### src/hdl/esc_pkg.sv
// Shared types, constants and helper functions for the sensor compensation core.
// No dependencies; imported by every module of the block.
`timescale 1ns / 1ps
package esc_pkg;

  localparam int FRONT_LAT = 10;
  localparam int DIV_LAT   = 32;
  localparam int TAIL_LAT  = 4;
  localparam int HUM_LAT   = 12;
  localparam int ADDR_W    = 6;
  localparam int DATA_W    = 64;

  localparam logic [31:0] C_TF_OFS   = 32'd64000;
  localparam logic [31:0] C_P_BASE   = 32'd1048576;
  localparam logic [31:0] C_P_SCALE  = 32'd3125;
  localparam logic [31:0] C_HALF     = 32'd32768;
  localparam logic [31:0] C_H_OFS    = 32'd76800;
  localparam logic [31:0] C_H_RND    = 32'd16384;
  localparam logic [31:0] C_H_BIAS   = 32'd2097152;
  localparam logic [31:0] C_H_RND2   = 32'd8192;
  localparam logic [31:0] C_HUM_MAX  = 32'd419430400;
  localparam logic [31:0] C_TC_RND   = 32'd128;

  typedef enum logic [2:0] {
    REG_CAL_TEMP    = 3'd0,
    REG_CAL_PRESS_A = 3'd1,
    REG_CAL_PRESS_B = 3'd2,
    REG_CAL_PRESS_C = 3'd3,
    REG_CAL_HUM_A   = 3'd4,
    REG_CAL_HUM_B   = 3'd5
  } reg_idx_t;

  typedef struct packed {
    logic [31:0] t1, t2, t3;
    logic [31:0] p1, p2, p3, p4, p5, p6, p7, p8, p9;
    logic [31:0] h1, h2, h3, h4, h5, h6;
  } esc_cal_t;

  typedef struct packed {
    logic big;
    logic inv;
  } esc_tag_t;

  function automatic logic [31:0] sx16(input logic [15:0] v);
    return {{16{v[15]}}, v};
  endfunction

  function automatic logic [31:0] asr(input logic [31:0] x, input int unsigned n);
    return 32'($signed(x) >>> n);
  endfunction

endpackage

### src/hdl/esc_tail.sv
// Pressure back end: quotient scaling and the final P7..P9 correction.
// Depends on esc_pkg for coefficients, tag type and shift helpers.
`timescale 1ns / 1ps
module esc_tail (
  input  logic              clk,
  input  logic              rst,
  input  logic              in_vld,
  input  logic [31:0]       quot,
  input  esc_pkg::esc_tag_t tag,
  input  esc_pkg::esc_cal_t cal,
  output logic              out_vld,
  output logic [31:0]       press_pa,
  output logic              press_invalid
);
  import esc_pkg::*;

  logic [TAIL_LAT-1:0] vld;
  logic [31:0] p1, p2, p3, sq, m8, w1m, w2;
  logic        inv1, inv2, inv3;

  always_ff @(posedge clk) begin
    if (rst) begin
      vld <= '0;
    end else begin
      vld <= {vld[TAIL_LAT-2:0], in_vld};
    end
  end

  always_ff @(posedge clk) begin
    p1   <= tag.big ? (quot << 1) : quot;
    inv1 <= tag.inv;

    sq   <= (p1 >> 3) * (p1 >> 3);
    m8   <= (p1 >> 2) * cal.p8;
    p2   <= p1;
    inv2 <= inv1;

    w1m  <= (sq >> 13) * cal.p9;
    w2   <= asr(m8, 13);
    p3   <= p2;
    inv3 <= inv2;

    press_pa      <= inv3 ? '0 : p3 + asr(asr(w1m, 12) + w2 + cal.p7, 4);
    press_invalid <= inv3;
  end

  assign out_vld = vld[TAIL_LAT-1];

endmodule

### config.mk
export PLATFORM = sky130hd
export DESIGN_NAME = esc_tail
export DESIGN_NICKNAME = d
export VERILOG_FILES = /design/src/hdl/esc_pkg.sv /design/src/hdl/esc_tail.sv
export SDC_FILE = /design/constraint.sdc
export NUM_CORES = 2
export LEC_CHECK = 0
export BUFFER_PORTS_ARGS = -buffer_cell sky130_fd_sc_hd__buf_2
export CAP_MARGIN = 20
export CORE_ASPECT_RATIO = 1.75
export CORE_MARGIN = 2
export CORE_UTILIZATION = 39
export CTS_BUF_LIST = sky130_fd_sc_hd__clkbuf_16
export DETAILED_ROUTE_END_ITERATION = 16
export PLACE_DENSITY_LB_ADDON = 0.15
export SYNTH_ARGS = -nofsm -noshare
export SYNTH_HDL_FRONTEND = slang
export SYNTH_SLANG_ARGS = --single-unit
export TNS_END_PERCENT = 1
### constraint.sdc
create_clock -name clk -period 10.2 [get_ports clk]
set_input_delay 1.53 -clock clk [delete_from_list [all_inputs] [get_ports clk]]
set_output_delay 1.53 -clock clk [all_outputs]
set_load 0.01 [all_outputs]
==> results.sh <==
export IMPL_outcome="complete, no violations"
export IMPL_clock_sinks=213
export IMPL_setup_viol=0
export IMPL_worst_pin_slew_ps=1078
export IMPL_min_path_cells=0
export IMPL_syn_nets=7359
export IMPL_cts_max_level=1
export IMPL_finalCritPeriodShare_pct=81.85
export IMPL_fin_skew_ps=29.58
export IMPL_period_minus_slack_ps=8349
export IMPL_cts_setup_buffers=0
export IMPL_arrival_ps=8830
export IMPL_grt_pass1_wl_um=221700
export IMPL_dr_pass1_iters=5
export IMPL_cts_tree="built"
export IMPL_max_freq_mhz=119.8
export IMPL_fin_nets=7389
export IMPL_dr_first_iter_drc_count=1340
export IMPL_dpl_hpwl_um=115100
export IMPL_grt_setup_unrepaired="false"
export IMPL_port_buffer_count=166
export IMPL_die_w_um=270.9
export IMPL_path_clk_slew_ps=70
export IMPL_start_kind="input pin"
export IMPL_grt_max_degree=52
export IMPL_synth_most_common_cell="inv_1"
export IMPL_crit_fanout=24
export IMPL_vias=34130
export IMPL_cts_root_buf="clkbuf_16"
export IMPL_start_util_pct=39.24
export IMPL_cts_resized=0
export IMPL_path_class="input pin to flip-flop"
export IMPL_fillers=12380
export IMPL_areaGrowthSynthToFinish_pct=6.906
export IMPL_r2r_end="sq[31]"
export IMPL_synth_top_cell_area_share_pct=46.04
export IMPL_yosys_area_top_type="fa_1"
export IMPL_grt_pass1_vias=39240
export IMPL_worstReg2RegStart="p1[15]"
export IMPL_synth_edff_count=0
export IMPL_yosysWarnings=0
export IMPL_vias_per_cell=4.921
export IMPL_critical_path_endpoint="m8[31]"
export IMPL_startpoint="cal[232]"
export IMPL_ys_top_cells_by_count="1,292 x inv_1, 1,118 x fa_1, 686 x nand2_1"
export IMPL_slew_viol_final=0
export IMPL_maxSlewHeadroom_pct=28.11
export IMPL_required_ps=10680
export IMPL_clk_latency_ps=580
export IMPL_cp_end_kind="flip-flop"
export IMPL_ios=647
export IMPL_ys_async_sr_fraction_pct=0
export IMPL_yosysUniqueCellTypes=66
export IMPL_synthFlopType="dfxtp_1"
export IMPL_postRouteAntennaNets=0
export IMPL_core_area_um2=123900
export IMPL_ys_seq_area_share_pct=8.772
export IMPL_layout_drive_gt1_share_pct=6.219
export IMPL_antenna_found_initial=7
export IMPL_die_area_um2=127600
export IMPL_postSynthCellCount=5242
export IMPL_tns_ps=0
export IMPL_grt_overflow=0
export IMPL_drv_cap=0
export IMPL_rows=171
export IMPL_ys_ff_latch=213
export IMPL_ff2ff_setup_slack_ps=1940
export IMPL_syn_area_um2=48610
export IMPL_routed_wl_um=141400
export IMPL_cts_made_buffers=24
export IMPL_finalHoldViolations=0
export IMPL_r2r_worst_path_cells=24
export IMPL_syn_avg_cell_area_um2=9.273
export IMPL_cts_hold_buf=0
export IMPL_drc=0
export IMPL_gp_congestion=0.8699
export IMPL_die_h_um=471.0
export IMPL_synth_area_top_cells="fa_1 46%, inv_1 10%, ha_1 9.9%, dfxtp_1 8.8%, and2_1 7.1%"
export IMPL_wl_per_cell_um=20.39
export IMPL_clockBufferDepth=3
export IMPL_grt_usage_pct=22.93
export IMPL_min_path_type="flip-flop to flip-flop"
==> kinds of logic (layout without fill, tap and decap cells) <==
kind of cell	Yosys count	in the layout	share of synthesized area [%]
buf+inv	1513	1561	11.69
fa+ha+maj	1504	1504	55.98
simple gates	1461	1461	14.69
compound gates	289	289	3.941
xor+xnor	227	227	4.118
flops	213	213	8.772
mux	35	35	0.8134
other cells	0	2	0
==> cell usage in the layout, fill, tap and decap left out, drive strengths merged, types with 4 or more instances in the layout <==
cell     count
o21a        24
inv       1298
nand4        8
and2       550
o41ai        4
nor2b       24
buf        225
o211ai       8
ha         386
xor2        61
o31a         4
o21ai       49
nor2       105
a211oi       7
a21o        43
mux2        33
a31o         5
nand2b      14
nor3        22
nand2      686
clkbuf      26
or3          7
o21bai      14
a2111oi      4
xnor2      165
a21oi       91
nand3       18
clkinv       9
and3         8
a31oi       12
fa        1118
dfxtp      213
nor3b        5
==> critical path, stage by stage <==
cell	delay [ps]
buf_2	600
nand2_1	180
fa_1	460
inv_1	80
fa_1	430
fa_1	510
inv_1	50
fa_1	470
inv_1	50
fa_1	470
ha_1	300
fa_1	480
inv_1	50
fa_1	470
inv_1	40
ha_1	320
a21oi_1	210
and2_1	200
o211ai_1	250
o21ai_1	380
a211oi_1	190
or3_1	450
o31a_1	290
a21oi_1	180
xnor2_1	130
==> metrics by stage <==
stage	hold WS, ps	setup slack (ps)	area, um^2	util [%]	cells
after floorplan	309.6	1962	48610	-	5242
after global placement	310.0	1254	51150	41.29	6889
after detailed placement	312.1	1242	51150	41.29	6889
after CTS	312.7	1822	51960	41.94	6933
after global routing	323.4	1453	51960	41.94	6933
final	314.0	1851	51970	41.95	6935
==> worst min-delay path by stage <==
stage,startpoint,to
floorplan,inv1,inv2
global placement,p2[3],p3[3]
detailed placement,p2[23],p3[23]
CTS,p2[2],p3[2]
global route,p2[2],p3[2]
finish,p2[2],p3[2]
==> metal layers <==
layer  up-vias  wire length [um]  global-route usage (%)
met5         -                11                       0
met4         2              6048                   8.362
met3       286              4868                   1.678
met2       786             78560                   45.09
met1     17780             51910                   25.35
li1      15270                 -                       -
==> final cells by class <==
type	instances	area [um^2]	share of cell area (%)
flip-flops and latches	213	4293	8.261
diodes	2	5.005	0.009631
clock buffers	26	650.6	1.252
repair buffers	225	1286	2.475
well taps	1643	2056	3.956
clock inverters	18	161.4	0.3106
inverters	1292	4850	9.332
multi-input cells	3516	38660	74.40
==> sequential cells by signal (all words and copies together), names as in the netlist, 4 cells and up <==
register / count
p1: 32
p2: 32
p3: 32
press_pa: 32
w1m: 20
m8: 19
sq: 19
w2: 19
vld: 4
Power is left out: the tool's default activity adds up to more than one toggle a clock period on the data nets, which glitch-free logic cannot reach.
