[config.mk]
export PLATFORM = sky130hd
export DESIGN_NAME = esc_div
export DESIGN_NICKNAME = d
export VERILOG_FILES = /design/src/hdl/esc_pkg.sv /design/src/hdl/esc_div.sv
export SDC_FILE = /design/constraint.sdc
export NUM_CORES = 2
export LEC_CHECK = 0
export BUFFER_PORTS_ARGS = -buffer_cell sky130_fd_sc_hd__buf_2
export CAP_MARGIN = 20
export CORE_ASPECT_RATIO = 1.1
export CORE_MARGIN = 5
export CORE_UTILIZATION = 30
export DETAILED_ROUTE_END_ITERATION = 8
export PLACE_DENSITY_LB_ADDON = 0.12
export SLEW_MARGIN = 10
export SYNTH_ARGS = -nofsm -noshare
export SYNTH_HDL_FRONTEND = slang
export SYNTH_SLANG_ARGS = --single-unit
[constraint.sdc]
create_clock -name clk -period 8.38 [get_ports clk]
set_input_delay 0.838 -clock clk [delete_from_list [all_inputs] [get_ports clk]]
set_output_delay 0.838 -clock clk [all_outputs]
set_load 0.01 [all_outputs]
[src/hdl/esc_pkg.sv]
// Shared types, constants and helper functions for the sensor compensation core.
// No dependencies; imported by every module of the block.
`timescale 1ns / 1ps
package esc_pkg;

  localparam int FRONT_LAT = 10;
  localparam int DIV_LAT   = 32;
  localparam int TAIL_LAT  = 4;
  localparam int HUM_LAT   = 12;
  localparam int ADDR_W    = 6;
  localparam int DATA_W    = 64;

  localparam logic [31:0] C_TF_OFS   = 32'd64000;
  localparam logic [31:0] C_P_BASE   = 32'd1048576;
  localparam logic [31:0] C_P_SCALE  = 32'd3125;
  localparam logic [31:0] C_HALF     = 32'd32768;
  localparam logic [31:0] C_H_OFS    = 32'd76800;
  localparam logic [31:0] C_H_RND    = 32'd16384;
  localparam logic [31:0] C_H_BIAS   = 32'd2097152;
  localparam logic [31:0] C_H_RND2   = 32'd8192;
  localparam logic [31:0] C_HUM_MAX  = 32'd419430400;
  localparam logic [31:0] C_TC_RND   = 32'd128;

  typedef enum logic [2:0] {
    REG_CAL_TEMP    = 3'd0,
    REG_CAL_PRESS_A = 3'd1,
    REG_CAL_PRESS_B = 3'd2,
    REG_CAL_PRESS_C = 3'd3,
    REG_CAL_HUM_A   = 3'd4,
    REG_CAL_HUM_B   = 3'd5
  } reg_idx_t;

  typedef struct packed {
    logic [31:0] t1, t2, t3;
    logic [31:0] p1, p2, p3, p4, p5, p6, p7, p8, p9;
    logic [31:0] h1, h2, h3, h4, h5, h6;
  } esc_cal_t;

  typedef struct packed {
    logic big;
    logic inv;
  } esc_tag_t;

  function automatic logic [31:0] sx16(input logic [15:0] v);
    return {{16{v[15]}}, v};
  endfunction

  function automatic logic [31:0] asr(input logic [31:0] x, input int unsigned n);
    return 32'($signed(x) >>> n);
  endfunction

endpackage

[src/hdl/esc_div.sv]
// Pipelined restoring divider, one quotient bit per stage, unsigned 32/32.
// Depends on esc_pkg for the stage count and the sideband tag type.
`timescale 1ns / 1ps
module esc_div (
  input  logic              clk,
  input  logic              rst,
  input  logic              in_vld,
  input  logic [31:0]       dividend,
  input  logic [31:0]       divisor,
  input  esc_pkg::esc_tag_t in_tag,
  output logic              out_vld,
  output logic [31:0]       quot,
  output esc_pkg::esc_tag_t out_tag
);
  import esc_pkg::*;

  logic [DIV_LAT-1:0] vld;
  logic [31:0] rem [0:DIV_LAT-1];
  logic [31:0] num [0:DIV_LAT-1];
  logic [31:0] den [0:DIV_LAT-1];
  esc_tag_t    tg  [0:DIV_LAT-1];

  always_ff @(posedge clk) begin
    if (rst) begin
      vld <= '0;
    end else begin
      vld <= {vld[DIV_LAT-2:0], in_vld};
    end
  end

  for (genvar k = 0; k < DIV_LAT; k++) begin : g_stage
    logic [31:0] rem_in, num_in, den_in;
    esc_tag_t    tg_in;
    logic [33:0] trial;
    logic        ge;
    if (k == 0) begin : g_first
      assign rem_in = '0;
      assign num_in = dividend;
      assign den_in = divisor;
      assign tg_in  = in_tag;
    end else begin : g_next
      assign rem_in = rem[k-1];
      assign num_in = num[k-1];
      assign den_in = den[k-1];
      assign tg_in  = tg[k-1];
    end
    assign trial = {1'b0, rem_in, num_in[31]} - {2'b00, den_in};
    assign ge    = ~trial[33];
    always_ff @(posedge clk) begin
      rem[k] <= ge ? trial[31:0] : {rem_in[30:0], num_in[31]};
      num[k] <= {num_in[30:0], ge};
      den[k] <= den_in;
      tg[k]  <= tg_in;
    end
  end

  assign out_vld = vld[DIV_LAT-1];
  assign quot    = num[DIV_LAT-1];
  assign out_tag = tg[DIV_LAT-1];

endmodule

==> metrics <==
H-tree depth 5; flops & latches, synth 3104; clock edge transition at the registers on the reported setup and hold paths 60 ps; Synth area leaders dfxtp_1 (51%), ha_1 (10%), a21oi_1 (4.2%), inv_1 (3.7%), xnor2_1 (3.4%); Clock Latency Late Sink 960 ps; post-route ant nets 0; share of layout cells above drive strength 1 8.86%; EDFF count, synth 0; initial core utilization 30.1%; DR vias 84100; routability cong. 0.848; fin. max-slew vios 0; Die Area 0.423 mm2; worst relative slew slack 32.0%; Post-synth ARST share 0%; Peak VDD IR 393 uV; DR iter-0 viols 3955; RSZ-0062 raised after global routing no; final setup fails 0; Hold WC Path Type primary input to register; Worst Path Required 9190 ps; MaxCap Viol Count 0; Buffers on Ports 103; cell count of the worst reg-to-reg path 13; yosys synthesis warning count 0; register area share after synthesis 50.5%; share of the synthesized area in the top cell type 50.5%; HPWL Detailed 223000 um; clk sinks 3104; DRC viols 0; vias per std cell 4.57; clock skew 66.5 ps; status complete, no violations; LEAKAGE 64.2 nW; total grt overflow 0; cell taking the most area after synthesis dfxtp_1; fillers 40900; CP startpoint kind register; largest net degree at the start of global routing 64; syn avg cell area 9.97 um2; CP max-delay cell o311ai_1; Die X 620 um; core region area 0.408 mm2; CTS tree built; Setup TNS Final 0 ps; Gate Count Post-Synth 12300; GRT Util Overall 13.3%; root buffer selected by CTS clkbuf_16; Setup crit end kind register; fin crit share 51.6%; Wirelength per Cell 15.7 um; reg2reg setup slack 4050 ps; first-pass GRT wire length 460000 um; Die Span Y 682 um; DRT Wirelength 289000 um; CTS Buf Count 346; fin crit period 4330 ps; P&R area growth vs syn 15.8%; Worst path max stage delay 720 ps; synthesized area 0.123 mm2; commonest register cell after synthesis dfxtp_1; io pins 104; final hold vios 0; initial antenna violation count 7; PwrDens 444 mW/mm2; storage element area 0.0621 mm2; Pwr Total 63.3 mW; CTS resizes 0; Worst EP arrival 5140 ps; Multi-input gate area 0.0553 mm2; critical path cell sequence ha_1, inv_1, fa_1, a211oi_1, nor2_1, o311ai_1, nand3_1, a31oi_1, o21ai_1, a2111oi_0, o41ai_1, xnor2_1, o21ai_0; Rows 246; drt pass-1 iters 5; Slew @ Worst Pin 1020 ps; fmax 0.231 GHz; library cells used by synthesis 109; nets@finish 13700; vias in the first global route 85600; worst setup path class register to register; CP max FO 4; cell depth of the worst hold path 1; Clock Path Buffers 4
repair_timing:
action	CTS	global route
endpoints found under the setup margin	0	0
endpoints found under the hold margin	63	0
hold buffers	63	0
buffers inserted	0	0
critical path: cells and delay by family, from the launching register on:
family                     cells  cell delay (ps)
buffers and inverters          1               50
adders and majority gates      2              610
and+or+nand+nor                2              360
DFF                            1              350
AOI/OAI and AO/OA              7             2700
xor gates and xnor gates       1              160
power breakdown:
part / switching (mW) / total [mW] / internal, mW
clock network: 6.15 / 15.7 / 9.59
registers: 2.31 / 21.3 / 19.0
logic: 14.6 / 26.2 / 11.6
total: 23.1 / 63.3 / 40.2
area by class of cell:
cell class              instances  area share, %
repair buffers                201           1.02
multi-input cells            7767           38.8
clock inverters               149           1.43
diodes                         13         0.0228
clock buffers                 483           7.06
flip-flops and latches       3104           43.6
well taps                    5456           4.79
inverters                    1220           3.22
layout by cell type (no fill, tap or decap), types with 33 or more instances in the layout:
master	Yosys	routed
nor3_1	104	104
o21ai_0	715	715
nand4_1	103	103
clkbuf_16	0	355
clkinv_2	0	61
inv_1	1219	1219
a211oi_1	97	97
clkbuf_1	163	59
or3_1	33	33
dfxtp_1	3104	3104
nor2_1	776	776
and3_1	72	72
xor2_1	308	308
clkbuf_8	0	69
nand2b_1	120	120
nor2b_1	149	149
buf_2	60	104
xnor2_1	480	480
mux2_2	270	270
o21a_1	105	103
o31ai_1	75	75
dlygate4sd3_1	0	63
and2_1	75	75
nand2_1	747	746
nand3_1	156	155
a21o_1	437	437
o21bai_1	112	112
o211ai_1	55	55
a21oi_1	1028	1028
a31oi_1	124	123
ha_1	993	993
bufinv_16	0	38
stage by stage:
| step | area (um2) | cells | worst slack (ps) | hold WS (ps) | utilization, % |
|---|---|---|---|---|---|
| floorplan | 123000 | 12300 | 5140 | 310 | - |
| global placement | 130000 | 17700 | 4020 | 310 | 31.8 |
| detailed placement | 130000 | 17700 | 4060 | 312 | 31.8 |
| CTS | 142000 | 18400 | 4050 | 15.8 | 34.9 |
| global route | 142000 | 18400 | 3790 | 20.3 | 34.9 |
| finish | 142000 | 18400 | 4050 | 105 | 34.9 |
synth_stat cells (all sizes together), types with 26 or more instances:
cell type	number
a41oi	32
a211o	33
nand2	747
nor2	776
a31oi	128
mux2i	26
fa	30
nand2b	120
or2	30
a21oi	1031
nor3	106
o21ai	743
a31o	31
nand3	156
ha	993
inv	1219
o21a	105
a21o	439
a211oi	104
a21boi	31
clkbuf	164
and2	75
o31ai	80
o211ai	55
xor2	308
nand4	103
dfxtp	3104
mux2	315
buf	89
or3	33
xnor2	480
o21bai	112
nor2b	149
and3	72
a2111oi	28
logic make-up after synthesis:
| kind of cell | Yosys count | share of synthesized area, % |
|---|---|---|
| xor gates and xnor gates | 788 | 5.61 |
| buffers and inverters | 1473 | 4.67 |
| other | 1 | 0.00305 |
| and+or+nand+nor | 2434 | 9.12 |
| DFF | 3104 | 50.5 |
| muxes | 341 | 3.18 |
| AOI/OAI and AO/OA | 3166 | 16.3 |
| adders and majority gates | 1023 | 10.6 |
per-layer routing:
metal  part of all wire (%)  global-route usage (%)  vias up
li1                       -                       -    43000
met1                     41                    14.9    39300
met2                     52                    25.2     1313
met3                    3.6                    2.02      524
met4                    3.4                    4.60        0
met5                      0                       0        -
worst paths after layout:
kind,start,end
worst max-delay path,den[1][160],rem[1][222]
worst max register to register,den[1][160],rem[1][222]
worst min register to register,num[25][8],num[26][9]
worst min-delay path,divisor[3],den[0][3]
sequential cells by signal (all words and copies together), names as in the netlist:
name	count
num	1024
den	992
rem	992
tg	64
vld	32
Power figures use the tool's default switching activity.
