## src/hdl/esc_pkg.sv

```systemverilog
// Shared types, constants and helper functions for the sensor compensation core.
// No dependencies; imported by every module of the block.
`timescale 1ns / 1ps
package esc_pkg;

  localparam int FRONT_LAT = 10;
  localparam int DIV_LAT   = 32;
  localparam int TAIL_LAT  = 4;
  localparam int HUM_LAT   = 12;
  localparam int ADDR_W    = 6;
  localparam int DATA_W    = 64;

  localparam logic [31:0] C_TF_OFS   = 32'd64000;
  localparam logic [31:0] C_P_BASE   = 32'd1048576;
  localparam logic [31:0] C_P_SCALE  = 32'd3125;
  localparam logic [31:0] C_HALF     = 32'd32768;
  localparam logic [31:0] C_H_OFS    = 32'd76800;
  localparam logic [31:0] C_H_RND    = 32'd16384;
  localparam logic [31:0] C_H_BIAS   = 32'd2097152;
  localparam logic [31:0] C_H_RND2   = 32'd8192;
  localparam logic [31:0] C_HUM_MAX  = 32'd419430400;
  localparam logic [31:0] C_TC_RND   = 32'd128;

  typedef enum logic [2:0] {
    REG_CAL_TEMP    = 3'd0,
    REG_CAL_PRESS_A = 3'd1,
    REG_CAL_PRESS_B = 3'd2,
    REG_CAL_PRESS_C = 3'd3,
    REG_CAL_HUM_A   = 3'd4,
    REG_CAL_HUM_B   = 3'd5
  } reg_idx_t;

  typedef struct packed {
    logic [31:0] t1, t2, t3;
    logic [31:0] p1, p2, p3, p4, p5, p6, p7, p8, p9;
    logic [31:0] h1, h2, h3, h4, h5, h6;
  } esc_cal_t;

  typedef struct packed {
    logic big;
    logic inv;
  } esc_tag_t;

  function automatic logic [31:0] sx16(input logic [15:0] v);
    return {{16{v[15]}}, v};
  endfunction

  function automatic logic [31:0] asr(input logic [31:0] x, input int unsigned n);
    return 32'($signed(x) >>> n);
  endfunction

endpackage

```

## src/hdl/esc_regs.sv

```systemverilog
// Calibration register file behind the APB-style configuration port.
// Depends on esc_pkg for register indexes and the coefficient struct.
`timescale 1ns / 1ps
module esc_regs (
  input  logic                        clk,
  input  logic                        rst,
  input  logic                        psel,
  input  logic                        penable,
  input  logic                        pwrite,
  input  logic [esc_pkg::ADDR_W-1:0]  paddr,
  input  logic [esc_pkg::DATA_W-1:0]  pwdata,
  output logic [esc_pkg::DATA_W-1:0]  prdata,
  output esc_pkg::esc_cal_t           cal
);
  import esc_pkg::*;

  logic [47:0] cal_temp;
  logic [63:0] cal_press_a;
  logic [63:0] cal_press_b;
  logic [15:0] cal_press_c;
  logic [31:0] cal_hum_a;
  logic [47:0] cal_hum_b;
  logic        wr;
  reg_idx_t    idx;

  assign wr  = psel & penable & pwrite;
  assign idx = reg_idx_t'(paddr[ADDR_W-1:3]);

  always_ff @(posedge clk) begin
    if (rst) begin
      cal_temp    <= '0;
      cal_press_a <= '0;
      cal_press_b <= '0;
      cal_press_c <= '0;
      cal_hum_a   <= '0;
      cal_hum_b   <= '0;
    end else if (wr) begin
      unique case (idx)
        REG_CAL_TEMP:    cal_temp    <= pwdata[47:0];
        REG_CAL_PRESS_A: cal_press_a <= pwdata;
        REG_CAL_PRESS_B: cal_press_b <= pwdata;
        REG_CAL_PRESS_C: cal_press_c <= pwdata[15:0];
        REG_CAL_HUM_A:   cal_hum_a   <= pwdata[31:0];
        REG_CAL_HUM_B:   cal_hum_b   <= pwdata[47:0];
        default: ;
      endcase
    end
  end

  always_comb begin
    unique case (idx)
      REG_CAL_TEMP:    prdata = {16'd0, cal_temp};
      REG_CAL_PRESS_A: prdata = cal_press_a;
      REG_CAL_PRESS_B: prdata = cal_press_b;
      REG_CAL_PRESS_C: prdata = {48'd0, cal_press_c};
      REG_CAL_HUM_A:   prdata = {32'd0, cal_hum_a};
      REG_CAL_HUM_B:   prdata = {16'd0, cal_hum_b};
      default:         prdata = '0;
    endcase
  end

  assign cal.t1 = {16'd0, cal_temp[15:0]};
  assign cal.t2 = sx16(cal_temp[31:16]);
  assign cal.t3 = sx16(cal_temp[47:32]);
  assign cal.p1 = {16'd0, cal_press_a[15:0]};
  assign cal.p2 = sx16(cal_press_a[31:16]);
  assign cal.p3 = sx16(cal_press_a[47:32]);
  assign cal.p4 = sx16(cal_press_a[63:48]);
  assign cal.p5 = sx16(cal_press_b[15:0]);
  assign cal.p6 = sx16(cal_press_b[31:16]);
  assign cal.p7 = sx16(cal_press_b[47:32]);
  assign cal.p8 = sx16(cal_press_b[63:48]);
  assign cal.p9 = sx16(cal_press_c);
  assign cal.h1 = {24'd0, cal_hum_a[7:0]};
  assign cal.h3 = {24'd0, cal_hum_a[15:8]};
  assign cal.h2 = sx16(cal_hum_a[31:16]);
  assign cal.h4 = sx16(cal_hum_b[15:0]);
  assign cal.h5 = sx16(cal_hum_b[31:16]);
  assign cal.h6 = sx16(cal_hum_b[47:32]);

endmodule

```

## config.mk

```make
export PLATFORM = sky130hd
export DESIGN_NAME = esc_regs
export DESIGN_NICKNAME = d
export VERILOG_FILES = /design/src/hdl/esc_pkg.sv /design/src/hdl/esc_regs.sv
export SDC_FILE = /design/constraint.sdc
export NUM_CORES = 1
export LEC_CHECK = 0
export BUFFER_PORTS_ARGS = -buffer_cell sky130_fd_sc_hd__buf_4
export CAP_MARGIN = 20
export CORE_AREA = 2 2 279 281
export DETAILED_ROUTE_END_ITERATION = 10
export DIE_AREA = 0 0 281 283
export GPL_ROUTABILITY_DRIVEN = 0
export PLACE_DENSITY = 0.48
export SYNTH_ARGS = -nofsm -noshare
export SYNTH_HDL_FRONTEND = slang
export SYNTH_SLANG_ARGS = --single-unit
```

## constraint.sdc

```tcl
create_clock -name clk -period 3.73 [get_ports clk]
set_clock_uncertainty 0.15 [all_clocks]
set_input_delay 0.746 -clock clk [delete_from_list [all_inputs] [get_ports clk]]
set_output_delay 0.746 -clock clk [all_outputs]
set_load 0.02 [all_outputs]
```

==> impl_metrics.tcl <==
set metrics [dict create \
    fmax_mhz 293 \
    hold_buffers 0 \
    p_leak_uw 0.00963 \
    nets 2057 \
    ctsRootBufferMaster "clkbuf_16" \
    path_clk_slew_ps 60 \
    grt_pass1_wl_mm 89.6 \
    yosysMostFrequentCell "buf_4" \
    area_delta_synth_final_pct 34.1 \
    io_pins 715 \
    grt_pass1_vias 12600 \
    clk_latency_ps 520 \
    power.density_mw_per_mm2 347 \
    required_ps 2830 \
    seqPwrFrac 0.422 \
    numCtsBuffers 36 \
    max_slew_margin 0.294 \
    place_ws_ps 238 \
    via_per_inst 4.15 \
    finalHoldViolCount 0 \
    initial_core_util 0.196 \
    drt_wl_total_mm 63.1 \
    drtIter0Drc 719 \
    use_met3 0.0380 \
    die_h_um 283 \
    ant_nets 0 \
    cts_resized 0 \
    dp_hpwl_mm 43.9 \
    p_int_uw 5100 \
    synthArstFlopShare 0 \
    htree_levels 2 \
    vias 12700 \
    grt_start_max_net_pins 133 \
    portBuffers 631 \
    syn_area_mm2 0.0150 \
    die_width_um 281 \
    swShare 0.270 \
    worst-setup-path-type "input port to output pin" \
    ys_top_cells_by_count "323 x buf_4, 273 x nand2b_1, 272 x dfxtp_1" \
    slew_violations 0 \
    finalSetupViolations 0 \
    synth_enable_flop_cells 0 \
    layout-drive-gt1-share 0.387 \
    post-route-util 0.263 \
    met1_usage 0.189 \
    rsz0062_at_grt "false" \
    syn_avg_cell_area_um2 9.29 \
    timing.final.crit_share 0.916 \
    ys_warn_count 0 \
    post-cts-setup-buffers 0 \
    antenna_found_initial 3 \
    fin_setup_tns_ps 0 \
    p_sw_uw 1890 \
    final_cells 3049 \
    holdCritPathClass "input port to flip-flop" \
    grt-busiest-layer "met2" \
    die-area_mm2 0.0795 \
    ys_seq_area_frac 0.363 \
    cts_sinks 272 \
    crit_arrival_ps 2520 \
    synth_area_leaders "dfxtp_1 36%, buf_4 16%, mux2i_1 16%" \
    post-route-drc-count 0 \
    startpoint_type "input port" \
    final.min_clock_period_ps 3420 \
    synth_seq_cells 272 \
    cp_max_fo 25 \
    status "completed" \
    synth.distinct_cells 43 \
    nFillCells 8233 \
    drv_cap 0 \
    rows 102 \
    wl_per_cell_um 20.7 \
    ff2ff_setup_slack_ps 2410 \
    dp_cells 2984 \
    cts_tree "done" \
    clk_path_buf_depth 3 \
    grt_use_met2 0.251 \
    grt.overflow.total 0 \
    tightest_slew_ps 1060 \
    netlist.area_leader.share 0.363 \
    clock_power_share 0.478 \
    vdd_drop_max_mv 0.216 \
    syn_inst 1616 \
    synth_top_cell_by_area "dfxtp_1" \
    pwr-share-comb 0.099 \
    grt.total_usage 0.151 \
    crit_path_end_kind "output pin" \
    first_pass_iters 8 \
    core_mm2 0.0767 \
    fin_ws_ps 315 \
    ys.flop_type "dfxtp_1" \
    n_antenna_cell 0 \
]
-- cell usage in the layout (no fill, tap or decap), types with 4 or more instances in the layout --
| master | count |
|---|---|
| nand3_1 | 64 |
| conb_1 | 80 |
| clkinv_2 | 8 |
| clkbuf_8 | 7 |
| a222oi_1 | 5 |
| nand2b_1 | 272 |
| nand2_1 | 19 |
| clkbuf_16 | 36 |
| mux2i_1 | 234 |
| dfxtp_1 | 272 |
| mux2_2 | 33 |
| a22oi_1 | 38 |
| nand3b_1 | 16 |
| buf_4 | 659 |
| buf_12 | 13 |
| a22o_1 | 16 |
| o211ai_1 | 19 |
| o21ai_0 | 86 |
| a221oi_1 | 4 |
| a2bb2oi_1 | 4 |
| a21oi_1 | 68 |
| clkbuf_1 | 8 |
| a32oi_1 | 7 |
-- through the flow --
stage / area [um2] / power [uW] / hold slack (ps)
final: 20100 / 6990 / 314
after global routing: 20100 / 7270 / 279
after CTS: 20100 / 7140 / 264
after detailed placement: 19000 / 3710 / 334
after global placement: 19000 / 3710 / 327
after floorplan: 15300 / 3490 / 406
-- flip-flops by register name, summed over array words and instances (netlist names) --
signal	count
cal_hum_a	32
cal_press_c	16
cal_press_a	64
cal_temp	48
cal_hum_b	48
cal_press_b	64
-- logic make-up (layout without fill, tap and decap cells) --
group	count (synthesis)	in the layout	synth area share
other	1	80	0.000250
buffers and inverters	425	739	0.191
flip-flops	272	272	0.363
multiplexers	267	267	0.181
AND/OR/NAND/NOR	395	395	0.159
AO/OA/AOI/OAI	256	256	0.106
-- metal layers --
layer	share of wire	wire [um]
met1	0.43	27100
met2	0.47	29800
met5	0	0
met3	0.070	4430
met4	0.027	1680
-- power groups by stage --
stage / Clock, uW / Sequential (uW) / Combinational, uW
global placement: 0 / 3010 / 695
CTS: 3480 / 2950 / 701
detailed placement: 0 / 3010 / 700
finish: 3340 / 2950 / 695
global route: 3580 / 2950 / 739
floorplan: 0 / 3030 / 452
-- critical path: stages --
cell and delay (ps):
buf_4 450, and2_2 580, a22oi_1 120, o21ai_1 370
buf_4 220
-- worst paths after layout --
path	to	depth (start not counted)	from
max	prdata[0]	5	paddr[5]
max reg2reg	cal_press_a[63]	2	cal_press_a[63]
min	cal_press_a[35]	3	pwdata[35]
min reg2reg	cal_temp[10]	2	cal_temp[10]
-- area by class of cell --
class                   instances  area [um2]  share of cell area
clock inverters                14        98.8             0.00491
multi-input cells             998        7040               0.350
repair buffers                673        5220               0.259
well taps                    1040        1300              0.0646
flip-flops and latches        272        5450               0.270
inverters                       1        3.75            0.000186
clock buffers                  51        1030              0.0510
Power figures use the tool's default switching activity.
